## config.mk

```make
export PLATFORM = sky130hd
export DESIGN_NAME = servo_output_bank_controller_top_flat
export DESIGN_NICKNAME = d
export VERILOG_FILES = /design/src/rtl/sobc_pkg.sv /design/src/rtl/sobc_if.sv /design/src/rtl/servo_output_bank_controller_top.sv /design/src/rtl/sobc_ctrl.sv /design/src/rtl/sobc_dp.sv /design/src/flat_wrapper.sv
export SDC_FILE = /design/constraint.sdc
export NUM_CORES = 1
export LEC_CHECK = 0
export BUFFER_PORTS_ARGS = -buffer_cell sky130_fd_sc_hd__buf_2
export CAP_MARGIN = 10
export CORE_MARGIN = 10
export CORE_UTILIZATION = 30
export DETAILED_ROUTE_END_ITERATION = 6
export PLACE_DENSITY_LB_ADDON = 0.2
export SLEW_MARGIN = 15
export SYNTH_ARGS = -nofsm -noshare
export SYNTH_HDL_FRONTEND = slang
export SYNTH_HIERARCHICAL = 1
export SYNTH_SLANG_ARGS = --single-unit
```

## constraint.sdc

```tcl
create_clock -name clk -period 17.7 [get_ports clk]
set_input_delay 0 -clock clk [delete_from_list [all_inputs] [get_ports clk]]
set_output_delay 0 -clock clk [all_outputs]
set_load 0.01 [all_outputs]
```

## src/rtl/sobc_pkg.sv

```systemverilog
// Types, constants and helpers of the servo output bank controller.
package sobc_pkg;

	localparam int CHANNEL_COUNT_DEF    = 16;
	localparam int DIGITAL_CHANNELS_DEF = 8;

	localparam int              NUM_OUT      = 16;
	localparam logic [15:0]     BANK_MASK    = 16'h00FF;
	localparam logic [19:0]     PERIOD_NUM   = 20'd1000000;
	localparam logic [15:0]     DEFAULT_RATE = 16'd50;
	localparam logic [15:0]     RESET_PULSE  = 16'd1000;
	localparam logic [15:0]     PULSE_MIN    = 16'd1000;
	localparam logic [15:0]     PULSE_MAX    = 16'd2000;
	localparam logic [15:0]     CODE_CAP     = 16'd1999;
	localparam logic [15:0]     CODE_OFFSET  = 16'd48;
	localparam logic [4:0]      DIV_STEPS    = 5'd20;

	typedef enum logic [3:0] {
		OP_WRITE    = 4'd0,
		OP_ENABLE   = 4'd1,
		OP_DISABLE  = 4'd2,
		OP_RATE     = 4'd3,
		OP_CORK     = 4'd4,
		OP_PUSH     = 4'd5,
		OP_SAFE_ON  = 4'd6,
		OP_SAFE_OFF = 4'd7,
		OP_MODE     = 4'd8
	} op_t;

	typedef enum logic [2:0] {
		ST_IDLE,
		ST_SCAN,
		ST_DIV,
		ST_APPLY,
		ST_TICK
	} st_t;

	typedef struct packed {
		logic [3:0]  opcode;
		logic [4:0]  channel;
		logic [15:0] pulse_width_us;
		logic [15:0] channel_mask;
		logic [15:0] rate_hz;
		logic        digital_mode;
		logic        armed;
		logic        tick;
	} in_item_t;

	typedef struct packed {
		logic        kind;
		logic [3:0]  out_channel;
		logic [19:0] frame_us;
		logic [15:0] pulse_or_code;
		logic        last;
	} res_item_t;

	typedef struct packed {
		logic       accept;
		logic       div_start;
		logic       emit_apply;
		logic       emit_tick;
		logic [3:0] idx;
	} ctl_cmd_t;

	typedef struct packed {
		logic hit;
		logic tick_pend;
		logic div_done;
		logic out_free;
	} dp_stat_t;

	// Bits set for every channel below n, within the sixteen outputs.
	function automatic logic [15:0] chan_valid_mask(input int n);
		logic [15:0] m;
		m = '0;
		for (int i = 0; i < NUM_OUT; i++) begin
			if (i < n)
				m[i] = 1'b1;
		end
		return m;
	endfunction

endpackage

```

## src/rtl/sobc_if.sv

```systemverilog
// Valid/ready channel interfaces for commands and results.
interface sobc_cmd_if;
	logic        valid;
	logic        ready;
	logic [3:0]  opcode;
	logic [4:0]  channel;
	logic [15:0] pulse_width_us;
	logic [15:0] channel_mask;
	logic [15:0] rate_hz;
	logic        digital_mode;
	logic        armed;
	logic        tick;

	modport source (output valid, opcode, channel, pulse_width_us, channel_mask, rate_hz,
		digital_mode, armed, tick, input ready);
	modport sink (input valid, opcode, channel, pulse_width_us, channel_mask, rate_hz,
		digital_mode, armed, tick, output ready);
endinterface

interface sobc_res_if;
	logic        valid;
	logic        ready;
	logic        kind;
	logic [3:0]  out_channel;
	logic [19:0] frame_us;
	logic [15:0] pulse_or_code;
	logic        last;

	modport source (output valid, kind, out_channel, frame_us, pulse_or_code, last,
		input ready);
	modport sink (input valid, kind, out_channel, frame_us, pulse_or_code, last,
		output ready);
endinterface

```

## src/rtl/servo_output_bank_controller_top.sv

```systemverilog
// Top level of the servo output bank controller.
// The bank takes one command transfer at a time and returns its results as a stream of
// transfers, the final one flagged by last. Once a command is accepted, the sequencer
// scans each of the sixteen outputs in turn, and for every output it applies it loads
// the shared restoring divider, runs its twenty quotient steps, sees the divider finish
// and emits the transfer; after the scan it emits any throttle codes. Results wait in a
// single output register, so a slow consumer only stretches the emission steps. The
// present mask is written through cfg_we and cfg_wdata and takes effect for the next
// command.
module servo_output_bank_controller_top #(
	parameter int CHANNEL_COUNT    = sobc_pkg::CHANNEL_COUNT_DEF,
	parameter int DIGITAL_CHANNELS = sobc_pkg::DIGITAL_CHANNELS_DEF
) (
	input  logic        clk,
	input  logic        arst_n,
	input  logic        cfg_we,
	input  logic [15:0] cfg_wdata,
	sobc_cmd_if.sink    cmd,
	sobc_res_if.source  res
);

	sobc_pkg::in_item_t  item;
	sobc_pkg::ctl_cmd_t  ctl;
	sobc_pkg::dp_stat_t  stat;
	sobc_pkg::res_item_t res_item;
	logic                out_valid;

	// Command payload gathered into one word for the datapath.
	assign item.opcode         = cmd.opcode;
	assign item.channel        = cmd.channel;
	assign item.pulse_width_us = cmd.pulse_width_us;
	assign item.channel_mask   = cmd.channel_mask;
	assign item.rate_hz        = cmd.rate_hz;
	assign item.digital_mode   = cmd.digital_mode;
	assign item.armed          = cmd.armed;
	assign item.tick           = cmd.tick;

	sobc_ctrl #(
		.DIGITAL_CHANNELS (DIGITAL_CHANNELS)
	) u_ctrl (
		.clk      (clk),
		.arst_n   (arst_n),
		.in_valid (cmd.valid),
		.in_ready (cmd.ready),
		.stat     (stat),
		.cmd      (ctl)
	);

	sobc_dp #(
		.CHANNEL_COUNT    (CHANNEL_COUNT),
		.DIGITAL_CHANNELS (DIGITAL_CHANNELS)
	) u_dp (
		.clk       (clk),
		.arst_n    (arst_n),
		.cfg_we    (cfg_we),
		.cfg_wdata (cfg_wdata),
		.item      (item),
		.cmd       (ctl),
		.stat      (stat),
		.out_valid (out_valid),
		.out_ready (res.ready),
		.res       (res_item)
	);

	// Result register straight onto the output channel.
	assign res.valid         = out_valid;
	assign res.kind          = res_item.kind;
	assign res.out_channel   = res_item.out_channel;
	assign res.frame_us      = res_item.frame_us;
	assign res.pulse_or_code = res_item.pulse_or_code;
	assign res.last          = res_item.last;

endmodule

```

## src/rtl/sobc_ctrl.sv

```systemverilog
// Sequencer that walks the channels of one command and then its throttle codes.
module sobc_ctrl #(
	parameter int DIGITAL_CHANNELS = sobc_pkg::DIGITAL_CHANNELS_DEF
) (
	input  logic                clk,
	input  logic                arst_n,
	input  logic                in_valid,
	output logic                in_ready,
	input  sobc_pkg::dp_stat_t  stat,
	output sobc_pkg::ctl_cmd_t  cmd
);

	localparam int NTICK = (DIGITAL_CHANNELS < 8) ? DIGITAL_CHANNELS : 8;
	localparam logic [3:0] TICK_LAST = 4'(NTICK - 1);
	localparam logic [3:0] SCAN_LAST = 4'(sobc_pkg::NUM_OUT - 1);

	sobc_pkg::st_t state_q, state_n;
	logic [3:0]    idx_q, idx_n;

	always_ff @(posedge clk or negedge arst_n) begin
		if (!arst_n) begin
			state_q <= sobc_pkg::ST_IDLE;
			idx_q   <= '0;
		end else begin
			state_q <= state_n;
			idx_q   <= idx_n;
		end
	end

	always_comb begin
		state_n  = state_q;
		idx_n    = idx_q;
		in_ready = 1'b0;
		cmd      = '0;
		cmd.idx  = idx_q;
		unique case (state_q)
			sobc_pkg::ST_IDLE: begin
				in_ready = 1'b1;
				if (in_valid) begin
					cmd.accept = 1'b1;
					idx_n      = '0;
					state_n    = sobc_pkg::ST_SCAN;
				end
			end
			sobc_pkg::ST_SCAN: begin
				if (stat.hit) begin
					cmd.div_start = 1'b1;
					state_n       = sobc_pkg::ST_DIV;
				end else if (idx_q == SCAN_LAST) begin
					idx_n   = '0;
					state_n = stat.tick_pend ? sobc_pkg::ST_TICK : sobc_pkg::ST_IDLE;
				end else begin
					idx_n = idx_q + 4'd1;
				end
			end
			sobc_pkg::ST_DIV: begin
				if (stat.div_done)
					state_n = sobc_pkg::ST_APPLY;
			end
			sobc_pkg::ST_APPLY: begin
				// The hit bit is cleared on emission, so the scan moves on by itself.
				if (stat.out_free) begin
					cmd.emit_apply = 1'b1;
					state_n        = sobc_pkg::ST_SCAN;
				end
			end
			sobc_pkg::ST_TICK: begin
				if (stat.out_free) begin
					cmd.emit_tick = 1'b1;
					if (idx_q == TICK_LAST)
						state_n = sobc_pkg::ST_IDLE;
					else
						idx_n = idx_q + 4'd1;
				end
			end
			default: state_n = sobc_pkg::ST_IDLE;
		endcase
	end

endmodule

```

## src/rtl/sobc_dp.sv

```systemverilog
// Channel state, period divider and output register of the servo output bank.
module sobc_dp #(
	parameter int CHANNEL_COUNT    = sobc_pkg::CHANNEL_COUNT_DEF,
	parameter int DIGITAL_CHANNELS = sobc_pkg::DIGITAL_CHANNELS_DEF
) (
	input  logic                 clk,
	input  logic                 arst_n,
	input  logic                 cfg_we,
	input  logic [15:0]          cfg_wdata,
	input  sobc_pkg::in_item_t   item,
	input  sobc_pkg::ctl_cmd_t   cmd,
	output sobc_pkg::dp_stat_t   stat,
	output logic                 out_valid,
	input  logic                 out_ready,
	output sobc_pkg::res_item_t  res
);

	localparam logic [15:0] VALID = sobc_pkg::chan_valid_mask(CHANNEL_COUNT);
	localparam int NTICK = (DIGITAL_CHANNELS < 8) ? DIGITAL_CHANNELS : 8;
	localparam logic [3:0] TICK_LAST = 4'(NTICK - 1);
	localparam logic [5:0] CH_LIMIT = 6'(CHANNEL_COUNT);

	logic [15:0] pulse_q [sobc_pkg::NUM_OUT];
	logic [15:0] rate_q  [sobc_pkg::NUM_OUT];
	logic [15:0] en_q, dirty_q, present_q, eff_q;
	logic        held_q, safe_q, bank_q, armed_q, tick_q;

	logic [15:0] en_n, dirty_n, apply_set, rate_m, oh;
	logic        held_n, safe_n, bank_n, tick_n, pulse_we, ch_ok;
	sobc_pkg::op_t op;

	// Divider state: remainder, quotient shifting in over the dividend, step count.
	logic [16:0] rem_q;
	logic [19:0] quo_q;
	logic [15:0] dvs_q;
	logic [4:0]  cnt_q;
	logic [16:0] trial;

	logic        out_valid_q;
	sobc_pkg::res_item_t res_q;

	logic [15:0] sel_pulse, sel_rate, app_pulse, pc, code;
	logic [15:0] eff_rest;
	logic        code_ok;

	assign op    = sobc_pkg::op_t'(item.opcode);
	assign ch_ok = !item.channel[4] && ({1'b0, item.channel} < CH_LIMIT);
	assign oh    = ch_ok ? (16'd1 << item.channel[3:0]) : '0;

	always_comb begin
		en_n      = en_q;
		dirty_n   = dirty_q;
		held_n    = held_q;
		safe_n    = safe_q;
		bank_n    = bank_q;
		apply_set = '0;
		tick_n    = 1'b0;
		pulse_we  = 1'b0;
		rate_m    = '0;
		if (item.tick) begin
			tick_n = bank_q;
		end else begin
			unique case (op) inside
				sobc_pkg::OP_WRITE, sobc_pkg::OP_DISABLE: begin
					if (op == sobc_pkg::OP_WRITE)
						pulse_we = ch_ok;
					else
						en_n = en_q & ~oh;
					if (held_q)
						dirty_n = dirty_q | oh;
					else begin
						apply_set = oh;
						dirty_n   = dirty_q & ~oh;
					end
				end
				sobc_pkg::OP_ENABLE: begin
					en_n    = en_q | oh;
					dirty_n = dirty_q | oh;
				end
				sobc_pkg::OP_RATE: begin
					if (item.rate_hz != '0) begin
						rate_m = item.channel_mask & VALID;
						if (held_q)
							dirty_n = dirty_q | rate_m;
						else begin
							apply_set = rate_m;
							dirty_n   = dirty_q & ~rate_m;
						end
					end
				end
				sobc_pkg::OP_CORK: held_n = 1'b1;
				sobc_pkg::OP_PUSH: begin
					apply_set = dirty_q;
					dirty_n   = '0;
					held_n    = 1'b0;
				end
				sobc_pkg::OP_SAFE_ON: begin
					safe_n    = 1'b1;
					apply_set = VALID;
					dirty_n   = '0;
					tick_n    = bank_q;
				end
				sobc_pkg::OP_SAFE_OFF: safe_n = 1'b0;
				sobc_pkg::OP_MODE: begin
					if (item.channel_mask[7:0] != '0) begin
						if (item.digital_mode)
							bank_n = 1'b1;
						else begin
							if (bank_q)
								dirty_n = dirty_q | (sobc_pkg::BANK_MASK & VALID);
							bank_n = 1'b0;
						end
					end
				end
				default: ;
			endcase
		end
	end

	always_ff @(posedge clk or negedge arst_n) begin
		if (!arst_n) begin
			for (int i = 0; i < sobc_pkg::NUM_OUT; i++) begin
				pulse_q[i] <= sobc_pkg::RESET_PULSE;
				rate_q[i]  <= sobc_pkg::DEFAULT_RATE;
			end
			en_q      <= '0;
			dirty_q   <= '0;
			held_q    <= 1'b0;
			safe_q    <= 1'b1;
			bank_q    <= 1'b0;
			present_q <= 16'hFFFF;
			eff_q     <= '0;
			tick_q    <= 1'b0;
			armed_q   <= 1'b0;
		end else begin
			if (cfg_we)
				present_q <= cfg_wdata;
			if (cmd.accept) begin
				if (pulse_we)
					pulse_q[item.channel[3:0]] <= item.pulse_width_us;
				for (int i = 0; i < sobc_pkg::NUM_OUT; i++) begin
					if (rate_m[i])
						rate_q[i] <= item.rate_hz;
				end
				en_q    <= en_n;
				dirty_q <= dirty_n;
				held_q  <= held_n;
				safe_q  <= safe_n;
				bank_q  <= bank_n;
				eff_q   <= apply_set & present_q & ~(bank_q ? sobc_pkg::BANK_MASK : 16'h0000);
				tick_q  <= tick_n;
				armed_q <= item.armed;
			end else if (cmd.emit_apply) begin
				eff_q[cmd.idx] <= 1'b0;
			end
		end
	end

	assign sel_pulse = pulse_q[cmd.idx];
	assign sel_rate  = rate_q[cmd.idx];

	// Restoring division of the fixed numerator, one quotient bit a cycle.
	assign trial = {rem_q[15:0], quo_q[19]};

	always_ff @(posedge clk or negedge arst_n) begin
		if (!arst_n) begin
			cnt_q <= '0;
		end else if (cmd.div_start) begin
			cnt_q <= sobc_pkg::DIV_STEPS;
		end else if (cnt_q != '0) begin
			cnt_q <= cnt_q - 5'd1;
		end
	end

	always_ff @(posedge clk) begin
		if (cmd.div_start) begin
			rem_q <= '0;
			quo_q <= sobc_pkg::PERIOD_NUM;
			dvs_q <= (sel_rate == '0) ? sobc_pkg::DEFAULT_RATE : sel_rate;
		end else if (cnt_q != '0) begin
			if (trial >= {1'b0, dvs_q}) begin
				rem_q <= trial - {1'b0, dvs_q};
				quo_q <= {quo_q[18:0], 1'b1};
			end else begin
				rem_q <= trial;
				quo_q <= {quo_q[18:0], 1'b0};
			end
		end
	end

	always_comb begin
		app_pulse = (en_q[cmd.idx] && !safe_q) ? sel_pulse : '0;
		if ({4'd0, app_pulse} > quo_q)
			app_pulse = quo_q[15:0];
	end

	always_comb begin
		code_ok = armed_q && !safe_q && en_q[cmd.idx] && (sel_pulse != '0);
		pc      = sel_pulse;
		if (pc < sobc_pkg::PULSE_MIN)
			pc = sobc_pkg::PULSE_MIN;
		if (pc > sobc_pkg::PULSE_MAX)
			pc = sobc_pkg::PULSE_MAX;
		code = {pc[14:0] - sobc_pkg::PULSE_MIN[14:0], 1'b0};
		if (code > sobc_pkg::CODE_CAP)
			code = sobc_pkg::CODE_CAP;
		if (code != '0)
			code = code + sobc_pkg::CODE_OFFSET;
		if (!code_ok)
			code = '0;
	end

	assign eff_rest = eff_q & ~(16'd1 << cmd.idx);

	always_ff @(posedge clk or negedge arst_n) begin
		if (!arst_n)
			out_valid_q <= 1'b0;
		else if (cmd.emit_apply || cmd.emit_tick)
			out_valid_q <= 1'b1;
		else if (out_ready)
			out_valid_q <= 1'b0;
	end

	always_ff @(posedge clk) begin
		if (cmd.emit_apply) begin
			res_q.kind          <= 1'b0;
			res_q.out_channel   <= cmd.idx;
			res_q.frame_us      <= quo_q;
			res_q.pulse_or_code <= app_pulse;
			res_q.last          <= (eff_rest == '0) && !tick_q;
		end else if (cmd.emit_tick) begin
			res_q.kind          <= 1'b1;
			res_q.out_channel   <= cmd.idx;
			res_q.frame_us      <= '0;
			res_q.pulse_or_code <= code;
			res_q.last          <= (cmd.idx == TICK_LAST);
		end
	end

	assign out_valid      = out_valid_q;
	assign res            = res_q;
	assign stat.hit       = eff_q[cmd.idx];
	assign stat.tick_pend = tick_q;
	assign stat.div_done  = (cnt_q == '0);
	assign stat.out_free  = !out_valid_q || out_ready;

endmodule

```

## src/flat_wrapper.sv

```systemverilog
// flat-port wrapper written by rule: the top's interface ports become plain ports
module servo_output_bank_controller_top_flat 
#(
	parameter int CHANNEL_COUNT    = sobc_pkg::CHANNEL_COUNT_DEF,
	parameter int DIGITAL_CHANNELS = sobc_pkg::DIGITAL_CHANNELS_DEF
)
  (clk, arst_n, cfg_we, cfg_wdata, cmd_valid, cmd_opcode, cmd_channel, cmd_pulse_width_us, cmd_channel_mask, cmd_rate_hz, cmd_digital_mode, cmd_armed, cmd_tick, cmd_ready, res_valid, res_kind, res_out_channel, res_frame_us, res_pulse_or_code, res_last, res_ready);
  sobc_cmd_if cmd_i ();
  sobc_res_if res_i ();
  input  logic clk;
  input  logic arst_n;
  input  logic cfg_we;
  input  logic [15:0] cfg_wdata;
  input wire logic [$bits(cmd_i.valid)-1:0] cmd_valid;
  input wire logic [$bits(cmd_i.opcode)-1:0] cmd_opcode;
  input wire logic [$bits(cmd_i.channel)-1:0] cmd_channel;
  input wire logic [$bits(cmd_i.pulse_width_us)-1:0] cmd_pulse_width_us;
  input wire logic [$bits(cmd_i.channel_mask)-1:0] cmd_channel_mask;
  input wire logic [$bits(cmd_i.rate_hz)-1:0] cmd_rate_hz;
  input wire logic [$bits(cmd_i.digital_mode)-1:0] cmd_digital_mode;
  input wire logic [$bits(cmd_i.armed)-1:0] cmd_armed;
  input wire logic [$bits(cmd_i.tick)-1:0] cmd_tick;
  output wire logic [$bits(cmd_i.ready)-1:0] cmd_ready;
  output wire logic [$bits(res_i.valid)-1:0] res_valid;
  output wire logic [$bits(res_i.kind)-1:0] res_kind;
  output wire logic [$bits(res_i.out_channel)-1:0] res_out_channel;
  output wire logic [$bits(res_i.frame_us)-1:0] res_frame_us;
  output wire logic [$bits(res_i.pulse_or_code)-1:0] res_pulse_or_code;
  output wire logic [$bits(res_i.last)-1:0] res_last;
  input wire logic [$bits(res_i.ready)-1:0] res_ready;
  assign cmd_i.valid = cmd_valid;
  assign cmd_i.opcode = cmd_opcode;
  assign cmd_i.channel = cmd_channel;
  assign cmd_i.pulse_width_us = cmd_pulse_width_us;
  assign cmd_i.channel_mask = cmd_channel_mask;
  assign cmd_i.rate_hz = cmd_rate_hz;
  assign cmd_i.digital_mode = cmd_digital_mode;
  assign cmd_i.armed = cmd_armed;
  assign cmd_i.tick = cmd_tick;
  assign cmd_ready = cmd_i.ready;
  assign res_valid = res_i.valid;
  assign res_kind = res_i.kind;
  assign res_out_channel = res_i.out_channel;
  assign res_frame_us = res_i.frame_us;
  assign res_pulse_or_code = res_i.pulse_or_code;
  assign res_last = res_i.last;
  assign res_i.ready = res_ready;
  servo_output_bank_controller_top #(.CHANNEL_COUNT(CHANNEL_COUNT), .DIGITAL_CHANNELS(DIGITAL_CHANNELS)) u_core (.clk(clk), .arst_n(arst_n), .cfg_we(cfg_we), .cfg_wdata(cfg_wdata), .cmd(cmd_i), .res(res_i));
endmodule
```

After elaboration in Yosys (flattened, before gate mapping)
Index checks and enable logic that the tools add are counted.
{"block": "op_classes", "bitwise_logic": 19, "n_addsub": 5, "eq_ne": 27, "reduce_logical": 61, "mux": 82, "n_lt_le_gt_ge": 11, "n_shift": 2}
{"cell": "16-bit two-way mux", "n": 26}
{"cell": "256-bit bitwise mux", "n": 1}
{"cell": "16-bit binary-select mux with 4-bit select", "n": 2}
{"cell": "16-bit bitwise AND", "n": 7}
{"cell": "41-bit two-way mux", "n": 2}
{"cell": "16-bit one-hot mux with 5 select lines", "n": 1}
{"cell": "16-bit demux with 4-bit select", "n": 1}
{"cell": "16-bit inverter", "n": 4}
{"cell": "16-bit one-hot mux with 4 select lines", "n": 1}
{"cell": "16-bit bitwise OR", "n": 3}
{"cell": "16-bit nonzero test", "n": 3}
{"cell": "2-bit AND reduction", "n": 17}
{"cell": "16-bit by 11-bit greater-than comparator with 1-bit output (second input constant)", "n": 2}
{"cell": "16-bit zero test", "n": 2}
{"cell": "8-bit two-way mux", "n": 4}
{"cell": "16-bit one-hot mux with 2 select lines", "n": 1}
{"cell": "1-bit by 4-bit left shift with 16-bit output (first input constant)", "n": 2}
{"cell": "3-bit two-way mux", "n": 8}
{"cell": "4-bit by 3-bit == test with 1-bit output (second input constant)", "n": 5}
{"cell": "16-bit by 20-bit greater-than comparator with 1-bit output", "n": 1}
{"cell": "1-bit two-way mux", "n": 20}
{"cell": "4-bit two-way mux", "n": 5}
{"cell": "17-bit by 16-bit >= comparator with 1-bit output", "n": 1}
{"cell": "16-bit by 6-bit adder with 16-bit output (second input constant)", "n": 1}
{"cell": "other kinds (46)", "n": 87}
{"block": "word_totals", "reg_bits": 688, "out_inout_bits": 44, "wordCells": 261}

Depth between registers and ports, before layout
Gate-level depths: netlist (run 1).
{"block": "logic_depth", "ltp_word": 16, "ltp_mapped": 25}

Modules after synthesis
Netlist (run 1), hierarchy kept.
{"module": "sobc_dp", "n_inst": 1, "cells_per_inst": 2439, "area_per_inst_um2": 33109.3}
{"module": "sobc_ctrl", "n_inst": 1, "cells_per_inst": 51, "area_per_inst_um2": 470.5}

Worst setup path after synthesis (run 1)
No wires, ideal clock.
{"block": "synth_timing", "path_type": "register to register", "from": "reg u_core.u_ctrl.idx_q[0]", "to": "reg, netlist name u_core/u_dp/res[6]", "path_slack_ns": 11.906, "stages_incl_launch_ff": 25, "t_required_ns": 17.546, "setup_ns": 0.154, "t_arrival_ns": 5.640, "cell_sequence": "dfrtp_1 > buf_6 > buf_6 > buf_6 > buf_6 > mux4_2 > a221oi_2 > and4_4 > o211ai_1 > nor2b_1 > nor3_1 > inv_1 > ha_1 > buf_2 > nand2b_1 > o31ai_1 > nand2_1 > o22a_1 > o21ai_1 > or2_2 > ha_1 > o211ai_1 > or4_4 > mux2_4 > o22ai_2"}
{"block": "synth_via", "elab_chain_cells": 16, "word_cells_on_any_way": 26, "cone_classes": "add/sub (2); order compare (4); mux (14); bitwise (1); reduce/logical (5)"}
{"item": "from (decl)", "line_no": "sobc_ctrl.sv:18", "text": "logic [3:0] idx_q, idx_n;"}
{"item": "from (signal assigned)", "line_no": "sobc_ctrl.sv:26", "text": "idx_q <= idx_n;"}
{"item": "4-bit inverter with 5-bit output (not written as such)", "line_no": "sobc_dp.sv:159", "text": "assign sel_pulse = pulse_q[cmd.idx];"}
{"item": "16-bit binary-select mux with 4-bit select", "line_no": "sobc_dp.sv:159"}
{"item": "16-bit two-way mux (not written as such) (2 in series)", "line_no": "sobc_dp.sv:159"}
{"item": "16-bit by 10-bit < comparator with 1-bit output", "line_no": "sobc_dp.sv:200", "text": "if (pc < sobc_pkg::PULSE_MIN)"}
{"item": "16-bit two-way mux", "line_no": "sobc_dp.sv:200"}
{"item": "16-bit by 11-bit greater-than comparator with 1-bit output", "line_no": "sobc_dp.sv:202", "text": "if (pc > sobc_pkg::PULSE_MAX)"}
{"item": "15-bit two-way mux", "line_no": "sobc_dp.sv:202"}
{"item": "15-bit by 10-bit subtractor with 15-bit output", "line_no": "sobc_dp.sv:204", "text": "code = {pc[14:0] - sobc_pkg::PULSE_MIN[14:0], 1'b0};"}
{"item": "16-bit by 11-bit greater-than comparator with 1-bit output", "line_no": "sobc_dp.sv:205", "text": "if (code > sobc_pkg::CODE_CAP)"}
{"item": "16-bit two-way mux", "line_no": "sobc_dp.sv:205"}
{"item": "16-bit by 6-bit adder with 16-bit output or 16-bit nonzero test (tied branches)", "line_no": "sobc_dp.sv:208, sobc_dp.sv:207"}
{"item": "16-bit two-way mux", "line_no": "sobc_dp.sv:207", "text": "if (code != '0)"}
{"item": "16-bit two-way mux", "line_no": "sobc_dp.sv:209", "text": "if (!code_ok)"}
{"item": "41-bit two-way mux", "line_no": "sobc_dp.sv:231", "text": "end else if (cmd.emit_tick) begin"}
{"item": "41-bit two-way mux *", "line_no": "sobc_dp.sv:225", "text": "if (cmd.emit_apply) begin"}
Every way passes the cells marked *; elsewhere a longest branch is shown, timed or not. The select of a mux whose other input is x is not followed.
A chain may end at the register's enable or synchronous reset.

Worst setup path after layout (run 1)
{"block": "layout_timing", "from": "reg u_core.u_ctrl.idx_q[0]", "to": "reg, netlist name u_core/u_dp/res[6]"}
{"block": "layout_via", "elab_chain_cells": 16, "word_cells_on_any_way": 26, "cone_classes": "add/sub (2); order compare (4); mux (14); bitwise (1); reduce/logical (5)"}
{"item": "4-bit inverter with 5-bit output (not written as such)", "line_no": "sobc_dp.sv:159"}
{"item": "16-bit binary-select mux with 4-bit select", "line_no": "sobc_dp.sv:159"}
{"item": "16-bit two-way mux (not written as such) (2 in series)", "line_no": "sobc_dp.sv:159"}
{"item": "16-bit by 10-bit < comparator with 1-bit output", "line_no": "sobc_dp.sv:200"}
{"item": "16-bit two-way mux", "line_no": "sobc_dp.sv:200"}
{"item": "16-bit by 11-bit greater-than comparator with 1-bit output", "line_no": "sobc_dp.sv:202"}
{"item": "15-bit two-way mux", "line_no": "sobc_dp.sv:202"}
{"item": "15-bit by 10-bit subtractor with 15-bit output", "line_no": "sobc_dp.sv:204"}
{"item": "16-bit by 11-bit greater-than comparator with 1-bit output", "line_no": "sobc_dp.sv:205"}
{"item": "16-bit two-way mux", "line_no": "sobc_dp.sv:205"}
{"item": "16-bit by 6-bit adder with 16-bit output or 16-bit nonzero test (tied branches)", "line_no": "sobc_dp.sv:208, sobc_dp.sv:207"}
{"item": "16-bit two-way mux", "line_no": "sobc_dp.sv:207"}
{"item": "16-bit two-way mux", "line_no": "sobc_dp.sv:209"}
{"item": "41-bit two-way mux", "line_no": "sobc_dp.sv:231"}
{"item": "41-bit two-way mux *", "line_no": "sobc_dp.sv:225"}
Marked as above.

==> results.ini, run 1 <==
[synth]
synth_cell_types=95
yosys.area.top_type=dfrtp_1
ys_warn_count=6
syn_area_um2=33600
syn_inst=2490
ys_ff_latch=688
synth_top_area_frac=0.323
synth_enable_flop_cells=57
synth-async-reset-ratio=0.863
netlist_top_cells_area=dfrtp_1, mux2_2, dfstp_2
ys.flop_type=dfrtp_1
synth.avg_cell_area_um2=13.5
synth-seq-area-share=0.522
synth_fp_nets=2610

[pwr]
pwr-share-comb=0.240
p_sw_frac=0.309
leakage_nw=17.6
vdd_drop_max_mv=0.101
sequentialPowerShare=0.393
finalPower_mw=4.95
powerDensity_nw_per_um2=124
switchingPower_mw=1.53
clkPwrFrac=0.367
internal-power_mw=3.42

[timing]
setup_slack_ns=9.50
finalMaxSlewViolations=0
tightest_slew_ns=1.18
timing.slew.headroom=0.208
skew_ns=0.0260
fin_crit_sh=0.463
rsz0062_at_grt=false
setup_viol=0
hold_violations=0
fin_tns_setup_ns=0
max_freq_ghz=0.122
period_minus_slack_ns=8.20

[cts]
clock_latency_ns=0.65
h-tree-depth=3
clk_pin_slew_worst_paths_ns=0.06
clk_path_buf_depth=3
ctsResizeCount=0
cts_tree=built
clkSinkCount=688
cts-root-buf=clkbuf_16
numCtsBuffers=84

[drt]
dr.first_iter.drc_count=1261
dr.pass1.iters=5
wl_per_cell_um=23.2
totalWireLength_mm=98.5
ant_nets=0
avgViaCountPerCell=5.18
num_vias=22011
remaining_drc_errors=0

[run_status]
run_status=finished, final reports clean

[critical_path]
crit_buf_inv=3
worstPathArrival_ns=8.67
ff2ff_path_depth=22
timing.reg2reg.setup_slack_ns=9.50
crit_slowest_cell=a221oi_1
path_class=register to register
critPathTopFamily=compound AO/OA/AOI/OAI gates
crit_required_ns=18.18
crit_chain=buf_4 -> buf_4 -> mux4_2 -> a22o_1 -> a221oi_1 -> or4_1 -> o211ai_1 -> nor2b_1 -> nor3_1 -> inv_1 -> ha_1 -> nand2b_1 -> o31ai_1 -> nand2_1 -> o22a_1 -> o21ai_1 -> or2_2 -> ha_1 -> o211ai_1 -> or4_4 -> mux2_4 -> o22ai_2
end_kind=register
cp-start-kind=register
r2r_start=u_core/u_ctrl/idx_q[0]
crit_fanout=39
crit_path_max_incr_delay_ns=0.73
timing.rr.end=u_core/u_dp/res[6]

[placement]
dpl.cell_count=3991
gp_congestion=0.838
port_buffers=124
post-dp-hpwl_mm=63.3
pre_cts_ws_ns=9.54

[cells_and_area]
area.sequential_um2=17500
drive_gt1_frac=0.449
fin_cells=4249
syn_to_final_growth_pct=18.6
fillCellCount=10710
multiInputGateArea_um2=15200
nets=2807
final_core_util=0.359

[global_routing]
grt_max_degree=180
grt_first_pass_wirelength_mm=150
grt_use_total=0.154
antenna_found_initial=7
gr-total-overflow=0
grt_pass1_vias=23417

[die]
io_pins=125
core_um2=111000
die_h_um=355
die_area_um2=126000
die_w_um=355
rows=122
start_util=0.303

[hold_path]
hp-class=input port to asynchronous set/reset pin

[flow_run]
maxCapViolations=0

==> repair_timing <==
action	CTS	global route
hold buffers	98	0
buffers inserted	0	0
endpoints found under the hold margin	683	0
==> metrics by stage <==
| step | hold slack, ns | instance area [um^2] |
|---|---|---|
| 6_report | 0.0344 | 39800 |
| 5_1_grt | 0.0628 | 39800 |
| 4_1_cts | 0.00111 | 39800 |
| 3_5_place_dp | 0.148 | 35800 |
| 3_3_place_gp | 0.135 | 35800 |
| 2_1_floorplan | -0.296 | 33600 |
==> cells by family after synthesis <==
logic type                 Yosys count  synth area share
and+or+nand+nor                    462            0.0666
xor gates and xnor gates            16           0.00417
DFF                                688             0.522
muxes                              745             0.300
buffers and inverters              219            0.0277
adders and majority gates           40            0.0151
AOI/OAI and AO/OA                  320            0.0644
==> final cells by class <==
cell class                      instances  area share
Tap cell                             1488      0.0468
Clock buffer                          131      0.0641
Multi-Input combinational cell       1583       0.381
Sequential cell                       688       0.440
Inverter                               49     0.00462
Timing Repair Buffer                  281      0.0523
Antenna cell                            2    0.000126
Clock inverter                         27      0.0106
==> worst reg2reg max path, stage by stage (launching register included) <==
cell	delay (ns)
dfrtp_4	0.72
buf_4	0.51
buf_4	0.74
mux4_2	0.61
a22o_1	0.25
a221oi_1	0.73
or4_1	0.32
o211ai_1	0.18
nor2b_1	0.17
nor3_1	0.45
inv_1	0.17
ha_1	0.33
nand2b_1	0.20
o31ai_1	0.37
nand2_1	0.11
o22a_1	0.20
o21ai_1	0.47
or2_2	0.21
ha_1	0.15
o211ai_1	0.12
or4_4	0.57
mux2_4	0.32
o22ai_2	0.13
==> routing by layer <==
| metal | vias to the layer above | global-route usage | wire (um) |
|---|---|---|---|
| met5 | - | 0 | 29 |
| met3 | 125 | 0.0215 | 3600 |
| li1 | 9702 | - | - |
| met2 | 488 | 0.257 | 47900 |
| met1 | 11690 | 0.209 | 45000 |
| met4 | 6 | 0.0380 | 1970 |
==> worst max-delay path by stage <==
stage                                 startpoint  depth (start not counted)  slack [ns]            endpoint
final                     u_core/u_ctrl/idx_q[0]                         22        9.50  u_core/u_dp/res[6]
after global routing      u_core/u_ctrl/idx_q[0]                         22        8.68  u_core/u_dp/res[5]
after global placement    u_core/u_ctrl/idx_q[0]                         22        9.65  u_core/u_dp/res[5]
after floorplan           u_core/u_ctrl/idx_q[0]                         24       11.91  u_core/u_dp/res[6]
after CTS                 u_core/u_ctrl/idx_q[0]                         22        9.50  u_core/u_dp/res[6]
after detailed placement  u_core/u_ctrl/idx_q[0]                         22        9.54  u_core/u_dp/res[6]
==> cell usage after synthesis, types with 7 or more instances <==
cell	number
o211ai_1	15
nand3_1	38
nor2b_1	17
nand2b_1	20
inv_1	47
edfxtp_1	57
a221oi_1	10
dfxtp_1	37
nand3b_1	8
mux4_2	155
a21o_1	9
dfstp_2	161
nor4_1	24
buf_2	10
nand2_1	135
o21ai_0	70
a21oi_1	73
nand4_1	11
mux2i_1	41
buf_1	15
and2_1	14
o22ai_1	20
a22oi_1	24
buf_4	7
a31oi_1	8
a22o_1	9
dfrtp_1	433
mux2_2	548
ha_1	38
xnor2_1	11
nor2_1	132
nor3_1	22
clkbuf_1	130
a211oi_1	18
o21a_1	7
==> power groups by stage <==
stage	clock (mW)	combinational [mW]	sequential [mW]
2_1_floorplan	0	0.890	1.90
3_3_place_gp	0	1.16	1.96
3_5_place_dp	0	1.18	1.97
4_1_cts	1.88	1.20	1.95
5_1_grt	1.94	1.32	1.97
6_report	1.82	1.19	1.94
==> registers in the layout, summed over array words and instances (netlist names), 3 cells and up, named ones only <==
name and cells:
u_core/u_dp/pulse_q 256, u_core/u_dp/rate_q 256, u_core/u_dp/res 42, u_core/u_dp/quo_q 20, u_core/u_dp/dvs_q 16, u_core/u_dp/eff_q 16, u_core/u_dp/present_q 16, u_core/u_dp/rem_q 16
u_core/u_dp/cnt_q 5, u_core/u_ctrl/idx_q 4, u_core/u_ctrl/state_q 3
==> placed cells by master, fill, tap and decap left out, drive strengths merged, types with 37 or more instances in the layout <==
cell type | netlist | routed
nor2 | 133 | 133
nand2 | 138 | 138
dfxtp | 37 | 37
a21oi | 74 | 74
edfxtp | 57 | 57
inv | 48 | 52
dfstp | 161 | 161
mux4 | 155 | 155
clkbuf | 131 | 131
nand3 | 38 | 38
dfrtp | 433 | 433
dlygate4sd3 | 0 | 98
mux2i | 41 | 41
ha | 38 | 38
o21ai | 78 | 78
buf | 39 | 183
mux2 | 549 | 549
(Power assumes the default switching activity.)
==> inputs of run 2 (changes only) <==
==> constraint.sdc (replaced) <==
create_clock -name clk -period 7.3 [get_ports clk]
set_input_delay 0 -clock clk [delete_from_list [all_inputs] [get_ports clk]]
set_output_delay 0 -clock clk [all_outputs]
set_load 0.01 [all_outputs]
==> run 2 against run 1 <==
  * Critical path depth unchanged
  * Count of clock-buffer cells in the layout is 10 lower
  * Maximum frequency is 25% higher
  * Clock power grew 130%
  * Routed wire length increased by 1.8%
  * Via count down 0.56%
  * Setup slack worse by 8.8 ns
  * Sequential share of layout area increased by 0.13 points
  * Combinational power is 140% higher
  * Register-to-register slack got worse by 8.8 ns
  * Hold slack better by 0.014 ns
==> results.ini, run 2 (synthesized netlist as in run 1, its figures left out) <==
[cts]
ctsResizeCount=0  ; unchanged
clkSinkCount=688  ; unchanged
numCtsBuffers=82  ; was 84
clk_path_buf_depth=3  ; unchanged
h-tree-depth=3  ; unchanged
cts-root-buf=clkbuf_16  ; unchanged
clock_latency_ns=0.65  ; about the same
clk_pin_slew_worst_paths_ns=0.06  ; about the same
cts_tree=built  ; unchanged

[critical_path]
crit_fanout=50  ; was 39
cp-start-kind=register  ; unchanged
crit_required_ns=7.79  ; was 18.18 ns
end_kind=register  ; unchanged
ff2ff_path_depth=22  ; unchanged
worstPathArrival_ns=7.07  ; was 8.67 ns
path_class=register to register  ; unchanged

[die]
rows=122  ; unchanged
core_um2=111000  ; unchanged
die_h_um=355  ; unchanged
die_area_um2=126000  ; unchanged
start_util=0.303  ; unchanged
die_w_um=355  ; unchanged
io_pins=125  ; unchanged

[drt]
wl_met2_mm=47.8  ; was 47.9 mm
wl_per_cell_um=23.6  ; was 23.2 um
met1_length_mm=46.3  ; was 45.0 mm
top_layer_used=met4  ; was met5
totalWireLength_mm=100  ; was 98.5 mm
dr.pass1.iters=7  ; was 5
avgViaCountPerCell=5.15  ; was 5.18
met3_length_mm=3.79  ; was 3.60 mm
remaining_drc_errors=0  ; unchanged
num_vias=21888  ; was 22,011
dr.first_iter.drc_count=1396  ; was 1,261
ant_nets=0  ; unchanged

[placement]
pre_cts_ws_ns=0.551  ; was 9.54 ns
post-dp-hpwl_mm=63.6  ; was 63.3 mm
port_buffers=124  ; unchanged
dpl.cell_count=3993  ; was 3,991
gp_congestion=0.866  ; was 0.838

[timing]
fin_crit_sh=0.901  ; was 0.463
fin_tns_setup_ns=0  ; unchanged
period_minus_slack_ns=6.58  ; was 8.20 ns
skew_ns=0.0380  ; was 0.0260 ns
rsz0062_at_grt=false  ; unchanged
tightest_slew_ns=1.08  ; was 1.18 ns
hold_violations=0  ; unchanged
timing.slew.headroom=0.279  ; was 0.208
holdWs_ns=0.0481  ; was 0.0344 ns
setup_viol=0  ; unchanged
finalMaxSlewViolations=0  ; unchanged
setup_slack_ns=0.723  ; was 9.50 ns
max_freq_ghz=0.152  ; was 0.122 GHz

[cells_and_area]
final_common_cell=mux2_2  ; unchanged
syn_to_final_growth_pct=18.2  ; was 18.6%
fin_cells=4247  ; was 4,249
drive_gt1_frac=0.448  ; was 0.449
nets=2809  ; was 2,807
multiInputGateArea_um2=15200  ; about the same
fillCellCount=10747  ; was 10,710
final_cell_mix=mux2_2, dfrtp_1, dfstp_2  ; unchanged
area.sequential_um2=17500  ; unchanged

[hold_path]
whs_path_depth=5
hp-class=input port to register  ; was input port to asynchronous set/reset pin

[pwr]
powerDensity_nw_per_um2=297  ; was 124 nW/um^2
leakage_nw=17.6  ; about the same
vdd_drop_max_mv=0.230  ; was 0.101 mV
finalPower_mw=11.8  ; was 4.95 mW

[global_routing]
grt_pass1_vias=23320  ; was 23,417
grt_use_total=0.157  ; was 0.154
gr-total-overflow=0  ; unchanged
grt_first_pass_wirelength_mm=152  ; was 150 mm
antenna_found_initial=6  ; was 7
grt_max_degree=194  ; was 180

[flow_run]
maxCapViolations=0  ; unchanged

[run_status]
run_status=finished, final reports clean  ; unchanged

## run 2: repair_timing
action / in CTS / in global routing
endpoints found under the hold margin: 653 / 0
setup endpoints to repair: 0 / 1
hold buffers: 98 / 0
buffers inserted: 0 / 1
## run 2: metal layers
metal / up-vias / global-route usage
met5: - / 0
met4: 0 / 0.0437
met3: 134 / 0.0213
met2: 459 / 0.257
met1: 11567 / 0.215
li1: 9728 / -
## run 2: worst max-delay path, cell delays in order, from the launching register on
cell	delay, ns
dfrtp_4	0.91
buf_4	0.54
mux4_2	0.39
o22ai_1	0.17
a21o_1	0.37
or4_1	0.27
o211ai_1	0.19
nor2b_1	0.19
nor3_1	0.13
buf_4	0.17
inv_1	0.07
ha_1	0.30
nand2b_1	0.20
o31ai_1	0.37
nand2_1	0.09
o22a_1	0.20
o21ai_1	0.33
or2_2	0.18
ha_1	0.14
o211ai_1	0.11
or4_4	0.56
mux2_4	0.32
o22ai_2	0.13
## run 2: power breakdown
group	leakage, nW	total, mW	switching (mW)	internal (mW)
Sequential	8.49	4.74	0.394	4.35
Combinational	7.71	2.90	1.63	1.27
Clock	1.36	4.15	1.67	2.48
Total	17.6	11.8	3.69	8.10
## run 2: stage by stage
| stage | util | area [um^2] |
|---|---|---|
| 2_1_floorplan | - | 33600 |
| 5_1_grt | 0.358 | 39700 |
| 6_report | 0.358 | 39700 |
| 4_1_cts | 0.357 | 39600 |
| 3_5_place_dp | 0.323 | 35900 |
| 3_3_place_gp | 0.323 | 35900 |
## run 2: final cells by class
type,count,area share
clock buffer,121,0.0600
clock inverter,31,0.00904
antenna,2,0.000126
sequential,688,0.441
multi-input combinational,1583,0.383
tap,1488,0.0469
inverter,49,0.00463
timing repair buffer,285,0.0550
## run 2: path summary, 6_finish.rpt
path / startpoint / endpoint / slack, ns
max: u_core/u_ctrl/idx_q[1] / u_core/u_dp/res[6] / 0.72
min: cmd_channel[3] / register / 0.05
max reg2reg: u_core/u_ctrl/idx_q[1] / u_core/u_dp/res[6] / 0.72
min reg2reg: u_core/u_dp/res[41] / u_core/u_dp/res[41] / 0.47
max in group asynchronous: arst_n / u_core/u_dp/pulse_q[57] / 6.11
min in group asynchronous: arst_n / u_core/u_dp/present_q[5] / 0.13
